[config.mk]
export PLATFORM = sky130hd
export DESIGN_NAME = cascade_pid_controller
export DESIGN_NICKNAME = d
export VERILOG_FILES = /design/src/rtl/core/cpid_pkg.sv /design/src/rtl/core/cascade_pid_controller.sv /design/src/rtl/core/cpid_mac.sv /design/src/rtl/core/cpid_fsm.sv
export SDC_FILE = /design/constraint.sdc
export NUM_CORES = 2
export LEC_CHECK = 0
export BUFFER_PORTS_ARGS = -buffer_cell sky130_fd_sc_hd__buf_2
export CAP_MARGIN = 20
export CORE_MARGIN = 2
export CORE_UTILIZATION = 60
export DETAILED_ROUTE_END_ITERATION = 12
export PLACE_DENSITY = 0.77
export SLEW_MARGIN = 10
export SYNTH_ARGS = -nofsm -noshare
export SYNTH_HDL_FRONTEND = slang
export SYNTH_SLANG_ARGS = --single-unit
[constraint.sdc]
create_clock -name clk -period 14.6 [get_ports clk]
set_input_delay 1.46 -clock clk [delete_from_list [all_inputs] [get_ports clk]]
set_output_delay 1.46 -clock clk [all_outputs]
set_load 0.02 [all_outputs]
[src/rtl/core/cpid_pkg.sv]
// Package for the cascaded PID controller: widths, register indexes,
// request modes, sequencer states and the control bundle of the sequencer.
// Standalone; every other file in rtl/core imports it.
package cpid_pkg;

  localparam int GAIN_FRAC_BITS = 8;

  localparam int ERR_W     = 16;
  localparam int GAIN_W    = 16;
  localparam int INTG_W    = 32;
  localparam int DIFF_W    = ERR_W + 1;
  localparam int OPND_W    = INTG_W;
  localparam int PROD_W    = GAIN_W + OPND_W;
  localparam int ACC_W     = PROD_W + 1;
  localparam int OUT_W     = 32;
  localparam int REG_IDX_W = 3;
  localparam int CFG_W     = 16;

  localparam logic [REG_IDX_W-1:0] REG_OUTER_PROP = 3'd0;
  localparam logic [REG_IDX_W-1:0] REG_OUTER_INTG = 3'd1;
  localparam logic [REG_IDX_W-1:0] REG_OUTER_DIFF = 3'd2;
  localparam logic [REG_IDX_W-1:0] REG_INNER_PROP = 3'd3;
  localparam logic [REG_IDX_W-1:0] REG_INNER_INTG = 3'd4;
  localparam logic [REG_IDX_W-1:0] REG_INNER_DIFF = 3'd5;
  localparam logic [REG_IDX_W-1:0] REG_CASCADE    = 3'd6;

  typedef enum logic [1:0] {
    MODE_ERR  = 2'd0,
    MODE_DIFF = 2'd1,
    MODE_BOTH = 2'd2
  } mode_t;

  typedef enum logic [1:0] {
    OPND_ERR  = 2'd0,
    OPND_INTG = 2'd1,
    OPND_DIFF = 2'd2
  } opnd_t;

  typedef enum logic [2:0] {
    ST_IDLE,
    ST_UPDATE,
    ST_MUL_P,
    ST_MUL_I,
    ST_MUL_D,
    ST_SUM,
    ST_CLIP,
    ST_OUTPUT
  } state_t;

  typedef struct packed {
    logic  in_ready;
    logic  update;
    logic  inner;
    opnd_t opnd;
    logic  acc_clr;
    logic  acc_add;
    logic  finish;
    logic  feed_inner;
    logic  out_valid;
  } ctrl_t;

endpackage

[src/rtl/core/cascade_pid_controller.sv]
// Top level of the cascaded positional PID controller: configuration
// registers, stage state, update datapath and output register.
// Depends on cpid_pkg, cpid_fsm and cpid_mac.
//
// A request carries a mode in s_tuser and an error and an error difference
// in s_tdata; it yields exactly one result on the master side. The outer
// stage computes (kp*e + ki*integral + kd*diff) >> 8 in signed Q8.8 with
// floor rounding and 32-bit saturation; with cascade enabled its output,
// clipped to 16 bits, is the error of the inner stage, whose output is then
// the result. m_tuser flags any clipping of an error, integral or output
// during that request. All products go through one 16x32 signed multiplier
// in turn, so a stage steps through update, three products, sum and clip.
// The block takes one request at a time: it accepts the next request only
// after the result has been taken with m_tready. Gains and the cascade bit
// are to be written by the user through the cfg port only while no request
// is in flight; the block itself does not enforce it. An index above 6 is
// ignored. Reset clears gains, errors and integrals.
module cascade_pid_controller
  import cpid_pkg::*;
(
  input  logic                 clk,
  input  logic                 rst,
  // Request side.
  input  logic                 s_tvalid,
  output logic                 s_tready,
  input  logic [31:0]          s_tdata,   // [15:0] error_in, [31:16] diff_in
  input  logic [1:0]           s_tuser,   // [1:0] req_type
  // Result side.
  output logic                 m_tvalid,
  input  logic                 m_tready,
  output logic [31:0]          m_tdata,   // [31:0] drive
  output logic [0:0]           m_tuser,   // [0] saturated
  // Configuration write port.
  input  logic                 cfg_we,
  input  logic [REG_IDX_W-1:0] cfg_index,
  input  logic [CFG_W-1:0]     cfg_data
);

  ctrl_t ctrl;
  logic  s_fire;

  // Gains and mode.
  logic signed [GAIN_W-1:0] outer_prop_gain, outer_intg_gain, outer_diff_gain;
  logic signed [GAIN_W-1:0] inner_prop_gain, inner_intg_gain, inner_diff_gain;
  logic                     cascade_enable;

  // Stage state.
  logic signed [ERR_W-1:0]  outer_error_now, inner_error_now;
  logic signed [INTG_W-1:0] outer_integral, inner_integral;

  // Request and working registers.
  mode_t                    mode;
  logic signed [ERR_W-1:0]  error_in, diff_in;
  logic signed [ERR_W-1:0]  casc_err;
  logic signed [ERR_W-1:0]  err_cur;
  logic signed [DIFF_W-1:0] diff_cur;
  logic        [OUT_W-1:0]  drive;
  logic                     saturated, saturated_next;

  // Update datapath.
  mode_t                    stage_mode;
  logic signed [ERR_W-1:0]  prev_err, src_err, err_new;
  logic signed [INTG_W-1:0] prev_intg, intg_new;
  logic signed [DIFF_W-1:0] diff_new, err_sum;
  logic signed [INTG_W:0]   intg_sum;
  logic                     err_clip, intg_clip;

  // Multiplier operands and outputs.
  logic signed [GAIN_W-1:0] mac_gain;
  logic signed [OPND_W-1:0] mac_opnd;
  logic        [OUT_W-1:0]  mac_result;
  logic                     mac_ovf;
  logic        [OUT_W-ERR_W:0] res_upper;
  logic                     casc_clip;
  logic signed [ERR_W-1:0]  casc_err_new;

  assign s_fire = s_tvalid && s_tready;

  cpid_fsm u_fsm (
    .clk       (clk),
    .rst       (rst),
    .in_valid  (s_tvalid),
    .out_ready (m_tready),
    .cascade   (cascade_enable),
    .ctrl      (ctrl)
  );

  cpid_mac u_mac (
    .clk    (clk),
    .ctrl   (ctrl),
    .gain   (mac_gain),
    .opnd   (mac_opnd),
    .result (mac_result),
    .ovf    (mac_ovf)
  );

  // Configuration registers.
  always_ff @(posedge clk) begin
    if (rst) begin
      outer_prop_gain <= '0;
      outer_intg_gain <= '0;
      outer_diff_gain <= '0;
      inner_prop_gain <= '0;
      inner_intg_gain <= '0;
      inner_diff_gain <= '0;
      cascade_enable  <= 1'b0;
    end else if (cfg_we) begin
      unique case (cfg_index)
        REG_OUTER_PROP: outer_prop_gain <= cfg_data;
        REG_OUTER_INTG: outer_intg_gain <= cfg_data;
        REG_OUTER_DIFF: outer_diff_gain <= cfg_data;
        REG_INNER_PROP: inner_prop_gain <= cfg_data;
        REG_INNER_INTG: inner_intg_gain <= cfg_data;
        REG_INNER_DIFF: inner_diff_gain <= cfg_data;
        REG_CASCADE:    cascade_enable  <= cfg_data[0];
        default:        ;
      endcase
    end
  end

  // Latch the request; the spare mode code behaves as error and difference.
  always_ff @(posedge clk) begin
    if (s_fire) begin
      case (s_tuser)
        MODE_ERR:  mode <= MODE_ERR;
        MODE_DIFF: mode <= MODE_DIFF;
        default:   mode <= MODE_BOTH;
      endcase
      error_in <= s_tdata[15:0];
      diff_in  <= s_tdata[31:16];
    end
  end

  // One stage update: new error, difference and saturated integral. The
  // inner stage always updates by error, taking the clipped outer output.
  always_comb begin
    stage_mode = ctrl.inner ? MODE_ERR : mode;
    prev_err   = ctrl.inner ? inner_error_now : outer_error_now;
    prev_intg  = ctrl.inner ? inner_integral : outer_integral;
    src_err    = ctrl.inner ? casc_err : error_in;

    err_sum  = {prev_err[ERR_W-1], prev_err} + {diff_in[ERR_W-1], diff_in};
    err_clip = (err_sum[DIFF_W-1] != err_sum[DIFF_W-2]);

    case (stage_mode)
      MODE_ERR: begin
        err_new  = src_err;
        diff_new = {src_err[ERR_W-1], src_err} - {prev_err[ERR_W-1], prev_err};
        err_clip = 1'b0;
      end
      MODE_DIFF: begin
        if (err_clip) begin
          err_new = err_sum[DIFF_W-1] ? {1'b1, {(ERR_W-1){1'b0}}}
                                      : {1'b0, {(ERR_W-1){1'b1}}};
        end else begin
          err_new = err_sum[ERR_W-1:0];
        end
        diff_new = {diff_in[ERR_W-1], diff_in};
      end
      default: begin
        err_new  = src_err;
        diff_new = {diff_in[ERR_W-1], diff_in};
        err_clip = 1'b0;
      end
    endcase

    intg_sum  = {prev_intg[INTG_W-1], prev_intg}
              + {{(INTG_W+1-ERR_W){err_new[ERR_W-1]}}, err_new};
    intg_clip = (intg_sum[INTG_W] != intg_sum[INTG_W-1]);
    if (intg_clip) begin
      intg_new = intg_sum[INTG_W] ? {1'b1, {(INTG_W-1){1'b0}}}
                                  : {1'b0, {(INTG_W-1){1'b1}}};
    end else begin
      intg_new = intg_sum[INTG_W-1:0];
    end
  end

  // Operand selection for the shared multiplier.
  always_comb begin
    case (ctrl.opnd)
      OPND_INTG: begin
        mac_gain = ctrl.inner ? inner_intg_gain : outer_intg_gain;
        mac_opnd = ctrl.inner ? inner_integral : outer_integral;
      end
      OPND_DIFF: begin
        mac_gain = ctrl.inner ? inner_diff_gain : outer_diff_gain;
        mac_opnd = {{(OPND_W-DIFF_W){diff_cur[DIFF_W-1]}}, diff_cur};
      end
      default: begin
        mac_gain = ctrl.inner ? inner_prop_gain : outer_prop_gain;
        mac_opnd = {{(OPND_W-ERR_W){err_cur[ERR_W-1]}}, err_cur};
      end
    endcase
  end

  // Outer output clipped to 16 bits for the inner stage.
  always_comb begin
    res_upper = mac_result[OUT_W-1:ERR_W-1];
    casc_clip = !((&res_upper) || (~|res_upper));
    if (!casc_clip) begin
      casc_err_new = mac_result[ERR_W-1:0];
    end else if (mac_result[OUT_W-1]) begin
      casc_err_new = {1'b1, {(ERR_W-1){1'b0}}};
    end else begin
      casc_err_new = {1'b0, {(ERR_W-1){1'b1}}};
    end
  end

  always_comb begin
    saturated_next = saturated;
    if (s_fire) begin
      saturated_next = 1'b0;
    end else if (ctrl.update) begin
      saturated_next = saturated || err_clip || intg_clip;
    end else if (ctrl.finish) begin
      saturated_next = saturated || mac_ovf || (ctrl.feed_inner && casc_clip);
    end
  end

  // Stage state and flag.
  always_ff @(posedge clk) begin
    if (rst) begin
      outer_error_now <= '0;
      outer_integral  <= '0;
      inner_error_now <= '0;
      inner_integral  <= '0;
      saturated       <= 1'b0;
    end else begin
      saturated <= saturated_next;
      if (ctrl.update) begin
        if (ctrl.inner) begin
          inner_error_now <= err_new;
          inner_integral  <= intg_new;
        end else begin
          outer_error_now <= err_new;
          outer_integral  <= intg_new;
        end
      end
    end
  end

  // Working payload registers.
  always_ff @(posedge clk) begin
    if (ctrl.update) begin
      err_cur  <= err_new;
      diff_cur <= diff_new;
    end
    if (ctrl.finish) begin
      drive <= mac_result;
      if (ctrl.feed_inner) casc_err <= casc_err_new;
    end
  end

  assign s_tready = ctrl.in_ready;
  assign m_tvalid = ctrl.out_valid;
  assign m_tdata  = drive;
  assign m_tuser  = saturated;

`ifndef SYNTHESIS
  // The block never holds a result while it takes a new request.
  assert property (@(posedge clk) disable iff (rst) !(s_tready && m_tvalid))
    else $error("request accepted while a result is pending");

  assert property (@(posedge clk) disable iff (rst) s_fire |=> !s_tready)
    else $error("ready stayed high after a request was taken");

  assert property (@(posedge clk) disable iff (rst)
    (m_tvalid && m_tready) |=> s_tready)
    else $error("block not ready after the result was taken");

  assert property (@(posedge clk) disable iff (rst)
    (ctrl.finish && !ctrl.feed_inner) |=> m_tvalid)
    else $error("last stage finished without presenting a result");
`endif

endmodule

[src/rtl/core/cpid_mac.sv]
// Shared multiply-accumulate unit of the PID controller, with the final
// fixed-point shift and 32-bit saturation. Depends on cpid_pkg.
module cpid_mac
  import cpid_pkg::*;
(
  input  logic                     clk,
  input  ctrl_t                    ctrl,
  input  logic signed [GAIN_W-1:0] gain,
  input  logic signed [OPND_W-1:0] opnd,
  output logic        [OUT_W-1:0]  result,
  output logic                     ovf
);

  logic signed [PROD_W-1:0] prod;
  logic signed [ACC_W-1:0]  acc;
  logic signed [ACC_W-1:0]  shifted;
  logic        [ACC_W-OUT_W:0] upper;

  // The product is registered before it reaches the accumulator.
  always_ff @(posedge clk) begin
    prod <= gain * opnd;
    if (ctrl.acc_clr) begin
      acc <= '0;
    end else if (ctrl.acc_add) begin
      acc <= acc + {{(ACC_W-PROD_W){prod[PROD_W-1]}}, prod};
    end
  end

  // Arithmetic shift rounds toward minus infinity.
  always_comb begin
    shifted = acc >>> GAIN_FRAC_BITS;
    upper   = shifted[ACC_W-1:OUT_W-1];
    ovf     = !((&upper) || (~|upper));
    if (!ovf) begin
      result = shifted[OUT_W-1:0];
    end else if (shifted[ACC_W-1]) begin
      result = {1'b1, {(OUT_W-1){1'b0}}};
    end else begin
      result = {1'b0, {(OUT_W-1){1'b1}}};
    end
  end

endmodule

[src/rtl/core/cpid_fsm.sv]
// Sequencer of the PID controller: steps each stage through update,
// three products, sum and clip, then hands the result out. Uses cpid_pkg.
module cpid_fsm
  import cpid_pkg::*;
(
  input  logic  clk,
  input  logic  rst,
  input  logic  in_valid,
  input  logic  out_ready,
  input  logic  cascade,
  output ctrl_t ctrl
);

  state_t state, state_next;
  logic   inner, inner_next;

  always_ff @(posedge clk) begin
    if (rst) begin
      state <= ST_IDLE;
      inner <= 1'b0;
    end else begin
      state <= state_next;
      inner <= inner_next;
    end
  end

  always_comb begin
    state_next = state;
    inner_next = inner;
    unique case (state)
      ST_IDLE: begin
        inner_next = 1'b0;
        if (in_valid) state_next = ST_UPDATE;
      end
      ST_UPDATE: state_next = ST_MUL_P;
      ST_MUL_P:  state_next = ST_MUL_I;
      ST_MUL_I:  state_next = ST_MUL_D;
      ST_MUL_D:  state_next = ST_SUM;
      ST_SUM:    state_next = ST_CLIP;
      ST_CLIP: begin
        if (!inner && cascade) begin
          inner_next = 1'b1;
          state_next = ST_UPDATE;
        end else begin
          state_next = ST_OUTPUT;
        end
      end
      ST_OUTPUT: begin
        if (out_ready) state_next = ST_IDLE;
      end
      default: state_next = ST_IDLE;
    endcase
  end

  always_comb begin
    ctrl            = '0;
    ctrl.inner      = inner;
    ctrl.opnd       = OPND_ERR;
    unique case (state)
      ST_IDLE:   ctrl.in_ready = 1'b1;
      ST_UPDATE: ctrl.update   = 1'b1;
      ST_MUL_P:  ctrl.acc_clr  = 1'b1;
      ST_MUL_I: begin
        ctrl.opnd    = OPND_INTG;
        ctrl.acc_add = 1'b1;
      end
      ST_MUL_D: begin
        ctrl.opnd    = OPND_DIFF;
        ctrl.acc_add = 1'b1;
      end
      ST_SUM:    ctrl.acc_add = 1'b1;
      ST_CLIP: begin
        ctrl.finish     = 1'b1;
        ctrl.feed_inner = !inner && cascade;
      end
      ST_OUTPUT: ctrl.out_valid = 1'b1;
      default:   ctrl.in_ready = 1'b0;
    endcase
  end

endmodule

# == Yosys cells after proc, flatten, opt, wreduce, memory -nomap -nowiden ==
# Cells that the tools add are included.
# totals
reg_bits,410
wordCells,125
# op_classes
n_eq_ne,22
multipliers,1
n_reduce_logical,38
n_mux,36
add_sub_neg,4
bitwise,1
# ops
op,count
two-way mux 16 bit,10
two-way mux 32 bit,5
one-hot mux 32 bit (2 select lines),1
adder 49 bit,1
multiplier 16 x 32 -> 48 bit,1
adder 32 x 16 -> 33 bit,1
one-hot mux 16 bit (2 select lines),1
one-hot mux 3 bit (8 select lines),1
AND reduction 2 bit,12
== test 3 bit (second input constant),7
adder 16 x 16 -> 17 bit,1
two-way mux 17 bit,1
AND reduction 17 bit,1
OR reduction 17 bit,1
subtractor 16 x 16 -> 17 bit,1
== test 3 x 2 -> 1 bit (second input constant),4
AND reduction 10 bit,1
OR reduction 10 bit,1
two-way mux 1 bit,9
two-way mux 3 bit,3
one-hot mux 2 bit (2 select lines),2
== test 2 x 1 -> 1 bit (second input constant),3
== test 3 x 1 -> 1 bit (second input constant),2
zero test 3 bit,2
14 further kinds,30

# == Longest topological paths before layout ==
# logic_depth
depth_word,12
depth_mapped,34
mapped_depth_nobuf,29

# == By module ==
# Synthesis repeated with hierarchy kept, for this count alone.
# unflattened
cells_unflattened,4590
area_unflattened_um2,40422.5
# by_module_without_submodules
mod,seq_area_each_um2,cells_per_inst,area_per_inst_um2,instances
cpid_mac,1941.9,2768,23865.4,1
cascade_pid_controller,7337.0,1783,16269.4,1
cpid_fsm,80.1,39,287.8,1

# == Worst setup path before layout ==
# No wires, ideal clock.
# synth_timing
path_type,register to register
from,register u_fsm.state[1]
to,register u_mac.prod[43]
synth_period_minus_slack_ns,7.872
arrival_ns,7.753
stages_incl_launch_ff,30
t_required_ns,14.480
slack_ns,6.728
n_path_buf,5
setup_ns,0.120
cell_sequence,dfxtp_1 buf_2 or3_1 clkbuf_1 clkbuf_1 buf_1 buf_2 mux2i_1 o21ai_1 nand2_1 fa_1 fa_1 fa_1 inv_1 fa_1 fa_1 inv_1 fa_1 inv_1 ha_1 a211oi_1 nor2_1 o41ai_1 o21a_1 a21oi_1 o41ai_2 a211oi_2 a21oi_1 o21ai_0 xnor2_1
# synth_between
elab_chain_cells,5
word_cells_on_any_way,8
cone_classes,1 x mul; 4 x eq/ne; 3 x mux
# synth_rtl
item,line,text
from (decl),cpid_fsm.sv:14,"state_t state, state_next;"
from (signal assigned),cpid_fsm.sv:22,state <= state_next;
== test 3 bit or == test 3 x 2 -> 1 bit (tied branches),cpid_fsm.sv:59,unique case (state)
one-hot mux 2 bit (2 select lines) (*),cpid_fsm.sv:59,
== test 2 bit or == test 2 x 1 -> 1 bit (tied branches),cascade_pid_controller.sv:180,case (ctrl.opnd)
one-hot mux 16 bit (2 select lines) or one-hot mux 32 bit (2 select lines) (tied branches),cascade_pid_controller.sv:180,
multiplier 16 x 32 -> 48 bit (*),cpid_mac.sv:21,prod <= gain * opnd;
to (signal assigned),cpid_mac.sv:21,
to (decl),cpid_mac.sv:14,logic signed [PROD_W-1:0] prod;
# Mark *: on every way between the ends. The rest lies on a longest branch, timed or not.
# A chain may end at the register's enable or synchronous reset.

# == Worst setup path after layout ==
# layout_timing
from,register u_fsm.state[2]
to,register u_mac.prod[43]
# The elaborated chain is that of the path after synthesis.

==> metrics.cfg <==
[outcome]
outcome = completed

[global_route]
antenna_found_initial = 3
grt_max_degree = 108
grt-ovfl-total = 0
gr-usage-all-layers = 0.335
grt_pass1_vias = 32500
grt_pass1_wl_um = 177000

[clock_network]
cts_resized = 0
numCtsBuffers = 45
clockBufferDepth = 3
clock_sinks = 410
cts_tree = built
clk_latency_ns = 0.60
clkSlewWorstSetupHoldPaths_ns = 0.06
hold_buffers = 0
htreeDepth = 2
cts-root-buf = clkbuf_16
cts_setup_buffers = 0

[synthesis]
ys_types = 85
yosysWarnings = 0
synth.avg_cell_area_um2 = 8.65
synth_edf_count = 115
async_reset_ff_frac = 0
ys_top_cells_by_area = fa_1 (25%), dfxtp_1 (15%), edfxtp_1 (8.8%)
synth_commonest_cells = nand2_1 (795), inv_1 (612), fa_1 (490), nor2_1 (386), a21oi_1 (313)
synth_top_area_frac = 0.249
ys_seq_area_frac = 0.237
synth_cells = 4558
synth_top_area_cell = fa_1
syn_area_um2 = 39400
syn-num-nets = 5332
yosysMostFrequentCell = nand2_1
synthFlopType = dfxtp_1
ys_ff_latch = 410

[timing]
hold_slack_ns = 0.447
drv_slew = 0
fin_skew_ns = 0.0379
finalSetupTns_ns = 0
rsz0062_at_grt = no
max_freq_mhz = 102
finalCritPeriodShare = 0.669
slew-limit-headroom = 0.199
tightestPinTransition_ns = 1.19
final_hold_viol_count = 0
setup_viol = 0
period_needed_ns = 9.77

[pwr]
power_switching_mw = 2.85
power.density_nw_per_um2 = 148
intPower_mw = 3.44
swShare = 0.453
seq_power_share = 0.244
p_clk_frac = 0.186
peakVddDrop_mv = 0.152
finalPower_mw = 6.28
p_leak_nw = 19.2
p_comb_frac = 0.570

[route]
drc = 0
wl_per_cell_um = 20.4
dr.pass1.iters = 6
initialDrtViolationCount = 3465
postRouteAntennaNets = 0
via_per_inst = 5.98
num_vias = 32600
routed_wl_um = 111000

[setup_path]
crit_buf_inv = 6
cpPeakStageDelay_ns = 0.92
path_max_fanout = 49
path_common_cell = fa_1
startpoint = u_fsm.state[2]
required_ns = 15.08
cp_top_family = adder cells
timing.rr.start = u_fsm.state[2]
arrival_ns = 10.25
cpMaxStageDelayCell = a21oi_1
crit_type = flip-flop to flip-flop
worst_setup_path_end_kind = flip-flop
start_kind = flip-flop

[worst_hold_path]
hold_class = flip-flop to flip-flop
min_from = inner_integral[28]

[finish]
layoutNonFillerInstCount = 5452
drive_gt1_frac = 0.0781
postLayoutCoreUtil = 0.656
seq_area_um2 = 9360
finalNetCount = 5336
multi_input_area_um2 = 27200
nFillCells = 5236
syn2layout_area_growth_pct = 7.66

[job]
drv_cap = 0

[floorplanning]
placementRows = 93
initial_core_util = 0.609
placeableCoreArea_um2 = 64700
fp.dieArea_um2 = 67800
die_height_um = 260
num_io_pins = 93
die_w_um = 260

[place]
place_congestion = 0.974
port_buffers = 92
dpl.cell_count = 5366
dpl.hpwl_um = 83900

worst paths after layout:
path / slack, ns / endpoint / cells past startpoint
worst min register to register: 0.45 / inner_integral[28] / 2
worst min-delay path: 0.45 / inner_integral[28] / 2
worst max register to register: 4.83 / u_mac.prod[43] / 28
worst max-delay path: 4.83 / u_mac.prod[43] / 28
worst min-delay path: stages, from the launching register on:
cell	delay, ns
dfxtp_1	0.30
nand2_1	0.05
o21ai_1	0.05
power groups by stage:
| stage | sequential, mW | clock, mW | combinational, mW |
|---|---|---|---|
| finish | 1.53 | 1.17 | 3.58 |
| global placement | 1.55 | 0 | 3.44 |
| CTS | 1.53 | 1.17 | 3.54 |
| global route | 1.54 | 1.22 | 3.97 |
| detailed placement | 1.55 | 0 | 3.50 |
| floorplan | 1.48 | 0 | 2.59 |
cell type report:
cell class / count / share of cell area
inverter: 614 / 0.0543
antenna: 1 / 0.0000590
clock buffer: 66 / 0.0310
timing repair buffer: 156 / 0.0235
tap: 855 / 0.0252
sequential: 410 / 0.221
clock inverter: 15 / 0.00481
multi-input combinational: 3335 / 0.641
flip-flops by register name, indices dropped and copies added (netlist names):
| name | cells |
|---|---|
| casc_err | 16 |
| cascade_enable | 1 |
| diff_cur | 17 |
| diff_in | 16 |
| err_cur | 16 |
| error_in | 16 |
| inner_diff_gain | 16 |
| inner_error_now | 16 |
| inner_integral | 32 |
| inner_intg_gain | 16 |
| inner_prop_gain | 16 |
| m_tdata | 32 |
| m_tuser | 1 |
| mode | 2 |
| outer_diff_gain | 16 |
| outer_error_now | 16 |
| outer_integral | 32 |
| outer_intg_gain | 16 |
| outer_prop_gain | 16 |
| u_fsm.inner | 1 |
| u_fsm.state | 3 |
| u_mac.acc | 49 |
| u_mac.prod | 48 |
per-layer routing:
layer | up-vias | track usage | routed length [um]
met3 | 360 | 0.0818 | 11300
met5 | - | 0 | 13
met4 | 2 | 0.148 | 5450
li1 | 14900 | - | -
met1 | 15700 | 0.443 | 44400
met2 | 1594 | 0.523 | 49900
cells by family (layout without fill, tap and decap cells):
logic type | after synthesis | after routing | share of synthesized area
and+or+nand+nor | 1504 | 1504 | 0.163
AOI/OAI and AO/OA | 890 | 890 | 0.145
buffers and inverters | 813 | 851 | 0.0788
adders and majority gates | 726 | 726 | 0.323
DFF | 410 | 410 | 0.237
xor gates and xnor gates | 129 | 129 | 0.0287
muxes | 86 | 86 | 0.0234
other | 0 | 1 | 0
cells in the final DEF, fill, tap and decap left out, types with 26 or more instances in the layout:
cell,Yosys,final
buf_2,11,91
nor2_1,386,381
nand2b_1,47,47
nand2_1,795,795
mux2i_1,37,37
o211ai_1,26,26
ha_1,226,226
nor2b_1,39,39
a21o_1,94,94
a211oi_1,33,33
nor3_1,40,36
o21a_1,36,36
edfxtp_1,115,115
dfxtp_1,295,294
clkbuf_16,0,46
buf_4,0,62
mux2_2,49,49
a21oi_1,313,306
and2_1,43,43
inv_1,612,612
xor2_1,33,33
nand3_1,41,41
a31oi_1,33,32
o21ai_0,115,115
fa_1,490,490
xnor2_1,96,96
stage by stage:
step	worst slack [ns]	cell area [um^2]
floorplan	6.73	39400
global placement	5.17	40800
detailed placement	4.99	40800
CTS	4.95	42400
global route	4.32	42400
finish	4.83	42400
Power figures use the tool's default switching activity.
